### src/sv/stp_pkg.sv
// Shared types, constants and helpers for the stepper step sequencer.
// No dependencies; imported by every module of the block.
`timescale 1ns / 1ps

package stp_pkg;

  localparam int MAX_STEPS_PER_REV_DEF = 1024;

  localparam int SPR_W      = 11;   // steps_per_rev register width
  localparam int INTERVAL_W = 32;   // step_interval register width
  localparam int STEPS_W    = 16;   // remaining-step count
  localparam int ANGLE_W    = 32;
  localparam int POS_W      = 10;   // position field on the result
  localparam int CFG_IDX_W  = 1;
  localparam int CFG_DATA_W = 32;

  localparam logic [SPR_W-1:0]   SPR_RESET        = 11'd200;
  localparam logic [ANGLE_W-1:0] ANGLE_STEP_MILLI = 32'd1791;

  // register indexes
  localparam logic [CFG_IDX_W-1:0] REG_STEPS_PER_REV = 1'b0;
  localparam logic [CFG_IDX_W-1:0] REG_STEP_INTERVAL = 1'b1;

  // item function codes
  localparam logic FUNC_TICK = 1'b0;
  localparam logic FUNC_MOVE = 1'b1;

  typedef struct packed {
    logic                       func;
    logic signed [STEPS_W-1:0]  move_steps;
  } in_item_t;

  typedef struct packed {
    logic [3:0]                 coils;
    logic                       stepped;
    logic signed [ANGLE_W-1:0]  angle_milli;
    logic [POS_W-1:0]           position;
    logic                       busy_res;
  } out_item_t;

  // full-step coil pattern by phase
  function automatic logic [3:0] coil_pattern(input logic [1:0] phase);
    logic [3:0] pat;
    case (phase)
      2'd0:    pat = 4'h5;
      2'd1:    pat = 4'h6;
      2'd2:    pat = 4'hA;
      default: pat = 4'h9;
    endcase
    return pat;
  endfunction

endpackage

### src/sv/stepper_step_sequencer_unit.sv
// Four-coil stepper full-step sequencer: one request in, one result out per request.
// Takes one request per clock while the result side keeps up; the single-pass core sets
// that rate. A request is held in the input register, then its result is loaded into
// the result register and offered there until taken. A result held by out_stall keeps
// the input register full, and in_stall is high while that register holds a request
// that cannot move on. Tick requests advance the interval timer one count each.
`timescale 1ns / 1ps

module stepper_step_sequencer_unit #(
  parameter int MAX_STEPS_PER_REV = stp_pkg::MAX_STEPS_PER_REV_DEF
) (
  input  logic                            clk,
  input  logic                            rst_n,
  input  logic                            in_valid,
  output logic                            in_stall,
  input  stp_pkg::in_item_t               in_item,
  output logic                            out_valid,
  input  logic                            out_stall,
  output stp_pkg::out_item_t              out_item,
  input  logic                            cfg_we,
  input  logic [stp_pkg::CFG_IDX_W-1:0]   cfg_idx,
  input  logic [stp_pkg::CFG_DATA_W-1:0]  cfg_wdata
);
  import stp_pkg::*;

  localparam int IDX_W = $clog2(MAX_STEPS_PER_REV);
  localparam int N_W   = IDX_W + 1;

  logic                  s1_valid_r;
  in_item_t              s1_item_r;
  logic                  out_valid_r;
  out_item_t             out_item_r;
  logic                  advance;
  logic [N_W-1:0]        rev_n;
  logic [INTERVAL_W-1:0] interval;
  out_item_t             res;

  // stage 1 moves into the result register when that register is free or drains
  assign advance  = s1_valid_r && (!out_valid_r || !out_stall);
  assign in_stall = s1_valid_r && !advance;

  always_ff @(posedge clk) begin
    if (!rst_n) begin
      s1_valid_r  <= 1'b0;
      out_valid_r <= 1'b0;
    end else begin
      if (!in_stall) begin
        s1_valid_r <= in_valid;
      end
      if (advance) begin
        out_valid_r <= 1'b1;
      end else if (!out_stall) begin
        out_valid_r <= 1'b0;
      end
    end
  end

  always_ff @(posedge clk) begin
    if (in_valid && !in_stall) begin
      s1_item_r <= in_item;
    end
    if (advance) begin
      out_item_r <= res;
    end
  end

  stp_cfg #(
    .MAX_STEPS_PER_REV(MAX_STEPS_PER_REV),
    .N_W              (N_W)
  ) u_cfg (
    .clk      (clk),
    .rst_n    (rst_n),
    .cfg_we   (cfg_we),
    .cfg_idx  (cfg_idx),
    .cfg_wdata(cfg_wdata),
    .rev_n    (rev_n),
    .interval (interval)
  );

  stp_core #(
    .MAX_STEPS_PER_REV(MAX_STEPS_PER_REV),
    .IDX_W            (IDX_W),
    .N_W              (N_W)
  ) u_core (
    .clk     (clk),
    .rst_n   (rst_n),
    .en      (advance),
    .item    (s1_item_r),
    .rev_n   (rev_n),
    .interval(interval),
    .res     (res)
  );

  assign out_valid = out_valid_r;
  assign out_item  = out_item_r;

endmodule

### src/sv/stp_cfg.sv
// Configuration registers of the stepper sequencer and the clamped revolution size.
// Depends on stp_pkg.
`timescale 1ns / 1ps

module stp_cfg #(
  parameter int MAX_STEPS_PER_REV = stp_pkg::MAX_STEPS_PER_REV_DEF,
  parameter int N_W               = $clog2(MAX_STEPS_PER_REV) + 1
) (
  input  logic                              clk,
  input  logic                              rst_n,
  input  logic                              cfg_we,
  input  logic [stp_pkg::CFG_IDX_W-1:0]     cfg_idx,
  input  logic [stp_pkg::CFG_DATA_W-1:0]    cfg_wdata,
  output logic [N_W-1:0]                    rev_n,
  output logic [stp_pkg::INTERVAL_W-1:0]    interval
);
  import stp_pkg::*;

  localparam int CMP_W = (N_W > SPR_W) ? N_W : SPR_W;
  localparam logic [CMP_W-1:0] MAX_C = CMP_W'(MAX_STEPS_PER_REV);

  logic [SPR_W-1:0]      spr_r;
  logic [INTERVAL_W-1:0] interval_r;
  logic [CMP_W-1:0]      spr_ext;
  logic [CMP_W-1:0]      n_c;

  always_ff @(posedge clk) begin
    if (!rst_n) begin
      spr_r      <= SPR_RESET;
      interval_r <= '0;
    end else if (cfg_we) begin
      unique case (cfg_idx)
        REG_STEPS_PER_REV: spr_r      <= cfg_wdata[SPR_W-1:0];
        REG_STEP_INTERVAL: interval_r <= cfg_wdata[INTERVAL_W-1:0];
        default: ;
      endcase
    end
  end

  // zero counts as one step, anything above the build limit is capped
  always_comb begin
    spr_ext = CMP_W'(spr_r);
    if (spr_r == '0) begin
      n_c = CMP_W'(1);
    end else if (spr_ext > MAX_C) begin
      n_c = MAX_C;
    end else begin
      n_c = spr_ext;
    end
  end

  assign rev_n    = n_c[N_W-1:0];
  assign interval = interval_r;

endmodule

### src/sv/stp_core.sv
// Step state and next-state logic: move loading, elapsed timer, position,
// angle and coil pattern. Depends on stp_pkg.
`timescale 1ns / 1ps

module stp_core #(
  parameter int MAX_STEPS_PER_REV = stp_pkg::MAX_STEPS_PER_REV_DEF,
  parameter int IDX_W             = $clog2(MAX_STEPS_PER_REV),
  parameter int N_W               = IDX_W + 1
) (
  input  logic                             clk,
  input  logic                             rst_n,
  input  logic                             en,
  input  stp_pkg::in_item_t                item,
  input  logic [N_W-1:0]                   rev_n,
  input  logic [stp_pkg::INTERVAL_W-1:0]   interval,
  output stp_pkg::out_item_t               res
);
  import stp_pkg::*;

  logic [STEPS_W-1:0]    steps_left_r, steps_left_nxt;
  logic                  forward_r, forward_nxt;
  logic [IDX_W-1:0]      idx_r, idx_nxt;
  logic [INTERVAL_W-1:0] elapsed_r, elapsed_nxt;
  logic [ANGLE_W-1:0]    angle_r, angle_nxt;
  logic [3:0]            coil_r, coil_nxt;

  logic [INTERVAL_W-1:0] el_inc;
  logic                  do_step;
  logic [N_W-1:0]        idx_ext;
  logic [N_W-1:0]        idx_p1;
  logic [N_W-1:0]        idx_last;
  logic [IDX_W-1:0]      idx_step;
  logic [POS_W+IDX_W-1:0] pos_ext;

  assign el_inc   = (elapsed_r == '1) ? elapsed_r : elapsed_r + 1'b1;
  assign idx_ext  = N_W'(idx_r);
  assign idx_p1   = idx_ext + 1'b1;
  assign idx_last = rev_n - 1'b1;

  // wrap handles a position left outside a shrunk revolution
  always_comb begin
    if (forward_r) begin
      idx_step = (idx_p1 >= rev_n) ? '0 : idx_p1[IDX_W-1:0];
    end else if (idx_r == '0 || idx_ext > rev_n) begin
      idx_step = idx_last[IDX_W-1:0];
    end else begin
      idx_step = idx_r - 1'b1;
    end
  end

  always_comb begin
    steps_left_nxt = steps_left_r;
    forward_nxt    = forward_r;
    idx_nxt        = idx_r;
    elapsed_nxt    = elapsed_r;
    angle_nxt      = angle_r;
    coil_nxt       = coil_r;
    do_step        = 1'b0;
    if (item.func == FUNC_MOVE) begin
      forward_nxt    = !item.move_steps[STEPS_W-1] && (item.move_steps != '0);
      steps_left_nxt = item.move_steps[STEPS_W-1] ? STEPS_W'(-item.move_steps)
                                                  : STEPS_W'(item.move_steps);
    end else begin
      elapsed_nxt = el_inc;
      if (steps_left_r != '0 && el_inc >= interval) begin
        do_step        = 1'b1;
        elapsed_nxt    = '0;
        steps_left_nxt = steps_left_r - 1'b1;
        idx_nxt        = idx_step;
        angle_nxt      = forward_r ? angle_r + ANGLE_STEP_MILLI
                                   : angle_r - ANGLE_STEP_MILLI;
        coil_nxt       = coil_pattern(idx_step[1:0]);
      end
    end
  end

  always_ff @(posedge clk) begin
    if (!rst_n) begin
      steps_left_r <= '0;
      forward_r    <= 1'b0;
      idx_r        <= '0;
      elapsed_r    <= '0;
      angle_r      <= '0;
      coil_r       <= '0;
    end else if (en) begin
      steps_left_r <= steps_left_nxt;
      forward_r    <= forward_nxt;
      idx_r        <= idx_nxt;
      elapsed_r    <= elapsed_nxt;
      angle_r      <= angle_nxt;
      coil_r       <= coil_nxt;
    end
  end

  assign pos_ext = {{POS_W{1'b0}}, idx_nxt};

  always_comb begin
    res.coils       = coil_nxt;
    res.stepped     = do_step;
    res.angle_milli = angle_nxt;
    res.position    = pos_ext[POS_W-1:0];
    res.busy_res    = (steps_left_nxt != '0);
  end

endmodule

### config.mk
export PLATFORM = sky130hd
export DESIGN_NAME = stepper_step_sequencer_unit
export DESIGN_NICKNAME = d
export VERILOG_FILES = /design/src/sv/stp_pkg.sv /design/src/sv/stepper_step_sequencer_unit.sv /design/src/sv/stp_cfg.sv /design/src/sv/stp_core.sv
export SDC_FILE = /design/constraint.sdc
export NUM_CORES = 1
export LEC_CHECK = 0
export BUFFER_PORTS_ARGS = -buffer_cell sky130_fd_sc_hd__buf_4
export CAP_MARGIN = 25
export CORE_MARGIN = 2
export CORE_UTILIZATION = 50
export DETAILED_ROUTE_END_ITERATION = 7
export PLACE_DENSITY = 0.79
export RECOVER_POWER = 25
export SLEW_MARGIN = 20
export SYNTH_ARGS = -nofsm -noshare
export SYNTH_HDL_FRONTEND = slang
export SYNTH_SLANG_ARGS = --single-unit
### constraint.sdc
create_clock -name clk -period 7.05 [get_ports clk]
set_input_delay 0 -clock clk [delete_from_list [all_inputs] [get_ports clk]]
set_output_delay 0 -clock clk [all_outputs]
set_load 0.02 [all_outputs]
# ---- Word-level counts from Yosys, hierarchy flattened
# Cells that the tools add are included.
dict set report totals {
  ff_bits 205
  latch_bits 0
  mem_bits_rw 0
  rom_bits 0
  in_bits 55
  word_cells 78
  memories 0
}
dict set report op_classes {
  n_addsub 8
  mul 0
  div_mod_pow 0
  magnitude_cmp 4
  n_eq_ne 4
  shift 0
  muxes 21
  bitwise 2
  n_reduce_logical 22
}
# op count
set op_table {}
lappend op_table {{32-bit 2-to-1 mux} 5}
lappend op_table {{10-bit 2-to-1 mux} 5}
lappend op_table {{16-bit 2-to-1 mux} 3}
lappend op_table {{16-bit nonzero test} 3}
lappend op_table {{32-bit by 1-bit adder with 32-bit output, second input constant} 1}
lappend op_table {{32-bit by 11-bit adder with 32-bit output, second input constant} 1}
lappend op_table {{32-bit == test, second input constant} 1}
lappend op_table {{32-bit >= comparator} 1}
lappend op_table {{32-bit by 11-bit subtractor with 32-bit output, second input constant} 1}
lappend op_table {{11-bit 2-to-1 mux} 2}
lappend op_table {{10-bit by 1-bit subtractor with 10-bit output, second input constant} 2}
lappend op_table {{16-bit negator} 1}
lappend op_table {{16-bit by 1-bit subtractor with 16-bit output, second input constant} 1}
lappend op_table {{4-bit case mux with 3 select lines} 1}
lappend op_table {{10-bit by 1-bit adder with 11-bit output, second input constant} 1}
lappend op_table {{11-bit >= comparator} 1}
lappend op_table {{10-bit by 11-bit > comparator with 1-bit output} 1}
lappend op_table {{11-bit > comparator, second input constant} 1}
lappend op_table {{11-bit zero test} 1}
lappend op_table {{10-bit zero test} 1}
lappend op_table {{4-bit 2-to-1 mux} 2}
lappend op_table {{2-bit AND reduction} 4}
lappend op_table {{1-bit logical AND} 5}
lappend op_table {{1-bit zero test} 5}
lappend op_table {{7 further kinds} 11}

# ---- Depth between registers and ports, before layout
# Gate-level depths: netlist of the first run.
dict set report depth {
  word_depth 11
  depth_mapped 24
  depth_no_buf 20
}

# ---- Modules after synthesis
# Synthesis of the first run repeated with hierarchy kept, for this count alone.
dict set report unflattened {
  hier_cells 1499
  hier_area_um2 12876.1
}
# mod n_inst cells_each area_per_inst_um2 seq_area_each_um2
set modules_own_cells {}
lappend modules_own_cells {stp_core 1 1221 9135.0 1901.8}
lappend modules_own_cells {stepper_step_sequencer_unit 1 73 2035.7 1991.9}
lappend modules_own_cells {stp_cfg 1 205 1705.4 860.8}

# ---- Worst setup path before layout of the first run
# No wires, ideal clock.
dict set report synth_timing {
  kind {register to register}
  start {reg u_core.elapsed_r[0]}
  end {reg out_item_r (netlist bit out_item[9]), data pin}
  setup_ns 0.269
  t_arrival_ns 4.678
  required_ns 6.781
  path_slack_ns 2.103
  stages_incl_launch_ff 25
  n_path_buf 5
  period_less_slack_ns 4.947
  cell_sequence {dfxtp_1 > ha_1 > nand2_1 > or3b_1 > clkbuf_1 > nor4_2 > buf_2 > nor3_1 > and3_1 > and3_1 > xor2_1 > ha_1 > nand4_1 > nor4_1 > o41ai_1 > a31oi_2 > o21a_1 > buf_2 > nand3_2 > inv_2 > buf_2 > buf_2 > nand2_1 > a22oi_1 > o31ai_1}
}
# element line
set synth_rtl {}
lappend synth_rtl {{start: declaration} stp_core.sv:23} ;# logic [INTERVAL_W-1:0] elapsed_r, elapsed_nxt;
lappend synth_rtl {{start signal: assignment} stp_core.sv:89} ;# elapsed_r <= elapsed_nxt;
lappend synth_rtl {{end signal: assignment} stepper_step_sequencer_unit.sv:63} ;# out_item_r <= res;
lappend synth_rtl {{end: declaration} stepper_step_sequencer_unit.sv:32} ;# out_item_t out_item_r;

# ---- Worst setup path in the final report of the first run
dict set report layout_timing {
  start {reg u_core.elapsed_r[0]}
  end {reg u_core.angle_r[31]}
}
dict set report layout_between {
  elab_chain_len 6
  elab_cells_between_ends 7
}
# element line
set layout_rtl {}
lappend layout_rtl {{32-bit by 1-bit adder with 32-bit output / 32-bit == test (equally long branches)} stp_core.sv:35} ;# assign el_inc = (elapsed_r == '1) ? elapsed_r : elapsed_r + 1'b1;
lappend layout_rtl {{32-bit 2-to-1 mux (*)} stp_core.sv:35}
lappend layout_rtl {{32-bit >= comparator (*)} stp_core.sv:65} ;# if (steps_left_r != '0 && el_inc >= interval) begin
lappend layout_rtl {{1-bit logical AND (*)} stp_core.sv:65}
lappend layout_rtl {{32-bit 2-to-1 mux (*)} stp_core.sv:65}
lappend layout_rtl {{32-bit 2-to-1 mux (*)} stp_core.sv:59} ;# if (item.func == FUNC_MOVE) begin
lappend layout_rtl {{end signal: assignment} stp_core.sv:90} ;# angle_r <= angle_nxt;
lappend layout_rtl {{end: declaration} stp_core.sv:24} ;# logic [ANGLE_W-1:0] angle_r, angle_nxt;
# Mark *: on every way between the ends. The rest lies on a longest branch, timed or not.
# A chain may end at the register's enable or synchronous reset.

==> results of run 1 <==
==> synthesized netlist by cell type (20+ instances only) <==
cell type,instances
a21o_1,20
a21oi_1,154
and3_1,22
clkbuf_1,60
dfxtp_1,140
edfxtp_1,65
ha_1,95
inv_1,67
nand2_1,288
nand3_1,43
nor2_1,92
nor2b_1,20
nor3_1,35
o21ai_0,58
o21ai_1,30
xnor2_1,48
xor2_1,37
==> layout make-up <==
class / instances / area [um^2]
tap: 330 / 413
fill: 2194 / 10200
timing repair buffer: 180 / 1320
inverter: 71 / 269
multi-input combinational: 1221 / 7650
clock inverter: 14 / 126
sequential: 205 / 4750
clock buffer: 27 / 601
==> timing repair <==
action / in CTS / in global routing
hold buffers: 62 / 0
endpoints found under the setup margin: 0 / 0
buffers inserted: 0 / 0
endpoints found under the hold margin: 77 / 0
==> metal layers <==
| metal | up-vias | share of wire, % |
|---|---|---|
| li1 | 5882 | - |
| met1 | 5494 | 46 |
| met2 | 340 | 46 |
| met3 | 62 | 5.4 |
| met4 | 0 | 2.6 |
| met5 | - | 0 |
==> stage by stage <==
| stage | std cells | hold slack [ns] |
|---|---|---|
| after global placement | 1944 | 0.179 |
| after detailed placement | 1945 | 0.179 |
| final | 2048 | 0.0622 |
| after CTS | 2048 | 0.0141 |
| after global routing | 2048 | 0.0948 |
| after floorplan | 1574 | 0.0989 |
==> sequential cells by signal, summed over array words and instances (netlist names) <==
register	count
u_core.idx_r	10
u_core.coil_r	4
u_core.angle_r	32
u_core.forward_r	1
u_core.elapsed_r	32
u_cfg.interval	32
out_valid	1
u_core.steps_left_r	16
s1_item_r	17
s1_valid_r	1
u_cfg.spr_ext	11
out_item	48
==> worst register-to-register path: stages, from the launching register on <==
cell and delay [ns]:
dfxtp_1 0.42, ha_1 0.22, nand2_1 0.06, or3b_1 0.49, nor4_2 0.31, nor3_1 0.15
and3_1 0.25, and3_1 0.20, xor2_1 0.16, ha_1 0.30, nand4_1 0.15, nor4_1 0.29
o41ai_1 0.15, a31oi_2 0.52, o21ai_2 0.24, nor2_2 0.70, nand2_1 0.70, a21oi_1 0.37
mux2i_1 0.21
==> cell families (layout without fill, tap and decap cells) <==
family | Yosys count | in the layout | synth area share, %
simple gates | 605 | 605 | 22.1
compound gates | 412 | 412 | 19.9
fa+ha+maj | 96 | 96 | 9.32
buf+inv | 148 | 292 | 4.41
mux | 23 | 23 | 1.91
flops | 205 | 205 | 36.7
xor+xnor | 85 | 85 | 5.74
==> how the worst max path moves through the flow <==
| stage | startpoint | end | slack [ns] | cells after the start |
|---|---|---|---|---|
| after detailed placement | u_core.elapsed_r[0] | u_core.angle_r[31] | 1.28 | 18 |
| after CTS | u_core.elapsed_r[0] | u_core.angle_r[31] | 1.21 | 18 |
| after global routing | u_core.elapsed_r[8] | u_core.idx_r[2] | 0.72 | 17 |
| after global placement | u_core.elapsed_r[0] | u_core.angle_r[31] | 1.40 | 18 |
| final | u_core.elapsed_r[0] | u_core.angle_r[31] | 1.08 | 18 |
| after floorplan | u_core.elapsed_r[0] | out_item[9] | 2.10 | 24 |
==> where the power goes <==
part           internal [W]  leakage [nW]  switching (W)
clock              0.000683         0.362       0.000495
combinational      0.000192          3.90       0.000289
sequential          0.00126          1.77      0.0000283
==> results.txt, run 1 <==
first drt pass iteration count: 5
antenna violation net count after detailed routing: 0
GRT met2 Usage: 40.1%
CP cell instances: ha_1 > nand2_1 > or3b_1 > nor4_2 > nor3_1 > and3_1 > and3_1 > xor2_1 > ha_1 > nand4_1 > nor4_1 > o41ai_1 > a31oi_2 > o21ai_2 > nor2_2 > nand2_1 > a21oi_1 > mux2i_1
status: finished clean
worst-path fanout max: 18
post-synth top area share: 21.6%
HPWL Detailed: 21700 um
slowest CP cell: nor2_2
Placement Rows: 58
port bufs: 104
RR Endpoint: u_core.angle_r[31]
post-cts resize count: 0
Buffers & Inverters on Critical Path: 0
hold depth: 4
H-tree levels: 1
Mapped Avg Cell Area: 8.24 um^2
total of max-cap violations: 0
FMAX: 167 MHz
routed wire length: 32500 um
fraction of registers with async set or reset after synthesis: 0%
VDD IR max: 0.189 mV
Syn Nets: 1725
crit end category: flop
clock buffer depth: 3
Global Route Usage Sum: 23.7%
#FFs+latches synth: 205
Min Clock Period, post-route: 5.97 ns
first-pass GRT wire length: 53500 um
post-synth cell types: 86
mapped cell area: 0.0130 mm^2
TritonCTS clock tree: yes
critical path launch point type: flop
drt drc: 0
RSZ-0062 raised after global routing: false
r2r setup slk: 1.08 ns
crit share post-route: 84.7%
Worst slew margin: 31.9%
Worst Skew: 0.0194 ns
grt peak-use layer: met2
final setup margin: 1.08 ns
HP Start: cfg_we
pwr/cell area: 195 mW/mm^2
Worst EP required: 7.49 ns
final hold viol count: 0
antenna violations before repair: 0
# nets final: 1853
top_reg_cell synth: dfxtp_1
GRT overflow: 0
Final Max Tran Viols: 0
cts bufs inserted: 23
WL per Instance: 15.9 um
I/O pin total: 105
Ys Warns: 0
Die ar.: 0.0272 mm^2
detailed-route vias per instance: 5.75
worst flop-to-flop path startpoint: u_core.elapsed_r[0]
Worst EP arrival: 6.41 ns
P&R area growth vs syn: 16.7%
critical path type: flop to flop
Min-Delay Endpoint: u_cfg.spr_ext[10]
routed via count: 11.8k
DP Area: 0.0140 mm^2
met1 GRT Util: 31.5%
number of global-route vias before repair: 11.1k
gpl congestion: 0.922
most frequent cells in the layout: 287 x nand2_1, 154 x a21oi_1, 140 x dfxtp_1
register area share after synthesis: 36.7%
CTS Sinks: 205
Crit path max-delay family: simple AND/OR/NAND/NOR gates
layout cells sized above 1: 8.09%
Die X: 165 um
chip height: 165 um
largest area contributor in the synthesized netlist: dfxtp_1
commonest non-fill, non-tap cell in the layout: nand2_1
Leak Pwr: 6.04 nW
Reg clk slew, reported paths: 0.07 ns
Crit path largest cell delay: 0.70 ns
setup TNS: 0 ns
Mapped Cells: 1574
Std-Cell Core Area: 0.0253 mm^2
synth top area cells: dfxtp_1 22%, edfxtp_1 15%, ha_1 9.2%, nand2_1 8.3%, a21oi_1 5.9%
final instance area: 0.0151 mm^2
Util after Layout: 59.7%
largest net degree at the start of global routing: 90
met3 GRT Util: 3.21%
number of enable flip-flop cells after synthesis: 65
Antenna Cells: 0
initial drt markers: 903
HP Class: primary input to flop
CTS root buf: clkbuf_16
pre-CTS setup slack: 1.28 ns
worst-margin pin slew: 1.02 ns
Starting Density: 51.2%
Skew-Pair Late Insertion Delay: 0.52 ns
total chip power: 0.00295 W
Final Setup Violations: 0
Register-to-Register Path Depth: 18
Power figures use the tool's default switching activity.
==> run 2: changes to the inputs <==
- ABC_AREA: not set -> 1
- clock period: 7.05 -> 6.2 ns (I/O delays scaled with it)
==> run 2 against run 1 <==
- the run now ends with max-capacitance violations, max-slew violations left
- utilization rose by 0.19 points
- non-clock buffer count is 6 lower
- clock skew down 0.0073 ns
- area after synthesis grew 3.2%
- first-iteration DRC count rose by 8.9%
- via count is 6.9% higher
- largest power group unchanged
==> results.txt, run 2 <==
status: finished, violations left
failing checks: max-capacitance violations, max-slew violations
P_int: 0.00265 W (+24%)
Die X: 168 um (+1.6%)
Die ar.: 0.0281 mm^2 (+3.2%)
Worst Skew: 0.0120 ns (-0.00734 ns)
hold depth: 3 (-1)
first drt pass iteration count: 5 (unchanged)
Antenna Cells: 0 (unchanged)
Mapped Avg Cell Area: 7.11 um^2 (-14%)
fill cell count: 2320 (+5.7%)
CP most frequent cell: nor2_2
CTS Sinks: 205 (unchanged)
most frequent cells in the layout: 436 x nand2_1, 255 x inv_1, 195 x a21oi_1
Commonest cells post-synth: 436 x nand2_1, 256 x inv_1, 195 x a21oi_1
Placement Rows: 59 (+1.7%)
Ys Warns: 0 (unchanged)
critical path launch point type: flop
fraction of registers with async set or reset after synthesis: 0% (unchanged)
Switching Share: 30.6% (+3.0 points)
number of enable flip-flop cells after synthesis: 65 (unchanged)
worst-path fanout max: 60 (+42)
Worst slew margin: -11.1% (-43 points)
number of global-route vias before repair: 11.9k (+6.8%)
setup TNS: 0 ns (unchanged)
synth top area cells: dfxtp_1 21%, edfxtp_1 15%, nand2_1 12%, ha_1 8.9%, a21oi_1 7.3%
adder-cell area share of the yosys netlist: 9.03% (-0.29 points)
crit end category: flop
Leak Pwr: 7.31 nW (+21%)
antenna violations before repair: 0 (unchanged)
mapped cell area: 0.0134 mm^2 (+3.2%)
commonest non-fill, non-tap cell in the layout: nand2_1
port bufs: 104 (unchanged)
Worst EP arrival: 5.42 ns (-0.99 ns)
slowest CP cell: buf_4
largest family of logic cells by synthesized area: simple AND/OR/NAND/NOR gates
routed wire length: 33200 um (+2.3%)
clock share of power: 37.7% (-2.2 points)
post-synth cell types: 51 (-41%)
FMAX: 202 MHz (+21%)
post-cts resize count: 0 (unchanged)
HPWL Detailed: 23400 um (+7.9%)
DP Area: 0.0144 mm^2 (+3.1%)
antenna violation net count after detailed routing: 0 (unchanged)
detailed-route vias per instance: 5.30 (-7.8%)
Register-to-Register Path Depth: 25 (+7)
Worst EP required: 6.67 ns (-0.82 ns)
Syn Nets: 2033 (+18%)
first-pass GRT wire length: 55000 um (+2.7%)
chip height: 168 um (+1.6%)
Global Route Usage Sum: 23.1% (-0.68 points)
register area share after synthesis: 35.5% (-1.2 points)
net switching power: 0.00117 W (+44%)
GRT overflow: 0 (unchanged)
cts bufs inserted: 24 (+4.3%)
TritonCTS clock tree: yes
routed via count: 12.6k (+6.9%)
critical path type: flop to flop
# hold bufs at CTS: 61 (-1.6%)
Final Setup Violations: 0 (unchanged)
Mapped Cells: 1882 (+20%)
post-synth top area share: 20.9% (-0.68 points)
sequential share of power: 39.6% (-4.1 points)
# nets final: 2173 (+17%)
xor and xnor area share after synthesis: 4.44% (-1.3 points)
H-tree levels: 1 (unchanged)
Skew-Pair Late Insertion Delay: 0.53 ns (about the same)
pwr/cell area: 243 mW/mm^2 (+25%)
Std-Cell Core Area: 0.0262 mm^2 (+3.5%)
worst-margin pin slew: 1.67 ns (+0.646 ns)
crit share post-route: 79.8% (-4.8 points)
gpl congestion: 0.942 (+2.2%)
Logic pwr share: 22.7% (+6.4 points)
initial drt markers: 983 (+8.9%)
#FFs+latches synth: 205 (unchanged)
final hold viol count: 0 (unchanged)
WL per Instance: 14.0 um (-12%)
clock buffer depth: 3 (unchanged)
largest net degree at the start of global routing: 65 (-28%)
post-CTS setup buffer count: 0 (unchanged)
worst-case hold slack: 0.0381 ns (-0.0241 ns)
layout cells sized above 1: 8.53% (+0.44 points)
HP Class: primary input to flop
r2r setup slk: 1.25 ns (+0.17 ns)
Largest register FFs: 48 (unchanged)
top_reg_cell synth: dfxtp_1
Reg clk slew, reported paths: 0.06 ns (about the same)
final instance area: 0.0157 mm^2 (+3.8%)
largest area contributor in the synthesized netlist: dfxtp_1
Starting Density: 51.1% (-0.11 points)
Final Max Tran Viols: 48 (+48)
CTS root buf: clkbuf_16
total of max-cap violations: 1 (+1)
I/O pin total: 105 (unchanged)
Min Clock Period, post-route: 4.95 ns (-1.02 ns)
most common cell in the synthesized netlist: nand2_1
Crit path largest cell delay: 0.51 ns (-0.19 ns)
Synth Area in Compound Gates: 16.3% (-3.6 points)
RSZ-0062 raised after global routing: false
VDD IR max: 0.206 mV (+9.3%)
mux share of post-synthesis cell area: 0% (-1.9 points)
Post-Synth Simple-Gate Area: 25.2% (+3.1 points)
Util after Layout: 59.9% (+0.19 points)
drt drc: 0 (unchanged)
P&R area growth vs syn: 17.4%
[run 2: cell type report]
type	count	area [um^2]	share of cell area (%)
Multi-Input combinational cell	1353	7360	46.9
Sequential cell	205	4750	30.3
Timing Repair Buffer	174	1370	8.70
Inverter	264	993	6.33
Clock buffer	37	743	4.73
Tap cell	335	419	2.67
Clock inverter	7	66.3	0.422
[run 2: power groups by stage]
stage | combinational [W] | clock [W] | sequential (W)
after global placement | 0.000808 | 0 | 0.00154
final | 0.000866 | 0.00144 | 0.00151
after global routing | 0.000981 | 0.00151 | 0.00152
after floorplan | 0.000615 | 0 | 0.00155
after detailed placement | 0.000828 | 0 | 0.00154
after CTS | 0.000865 | 0.00146 | 0.00151
[run 2: metal layers]
metal  track usage (%)  routed length (um)
met4              6.81                 876
met3              2.84                1680
met5                 0                   0
met2              39.6               15500
met1              30.6               15200
[run 2: critical path, delay by kind of cell, from the launching register on]
| family | cells | cell delay (ns) |
|---|---|---|
| compound gates | 3 | 0.51 |
| simple gates | 16 | 2.68 |
| flops | 1 | 0.38 |
| buf+inv | 3 | 0.65 |
| xor+xnor | 1 | 0.16 |
| fa+ha+maj | 2 | 0.50 |
[run 2: path summary, 6_finish.rpt]
kind,startpoint,end
worst max-delay path,u_core.elapsed_r[0],u_core.angle_r[13]
worst min-delay path,rst_n,u_core.idx_r[3]
worst max register to register,u_core.elapsed_r[0],u_core.angle_r[13]
worst min register to register,u_cfg.interval[13],u_cfg.interval[13]
[run 2: cells by family after synthesis]
logic type      Yosys count
simple gates            773
compound gates          417
buf+inv                 324
flops                   205
fa+ha+maj                96
xor+xnor                 67
[run 2: stage by stage]
stage                     setup WS (ns)  cells  power, W
after global placement             1.38   2267   0.00235
after global routing              0.813   2375   0.00402
after detailed placement           1.34   2269   0.00237
after CTS                          1.29   2374   0.00384
final                              1.25   2375   0.00382
after floorplan                    2.48   1882   0.00216
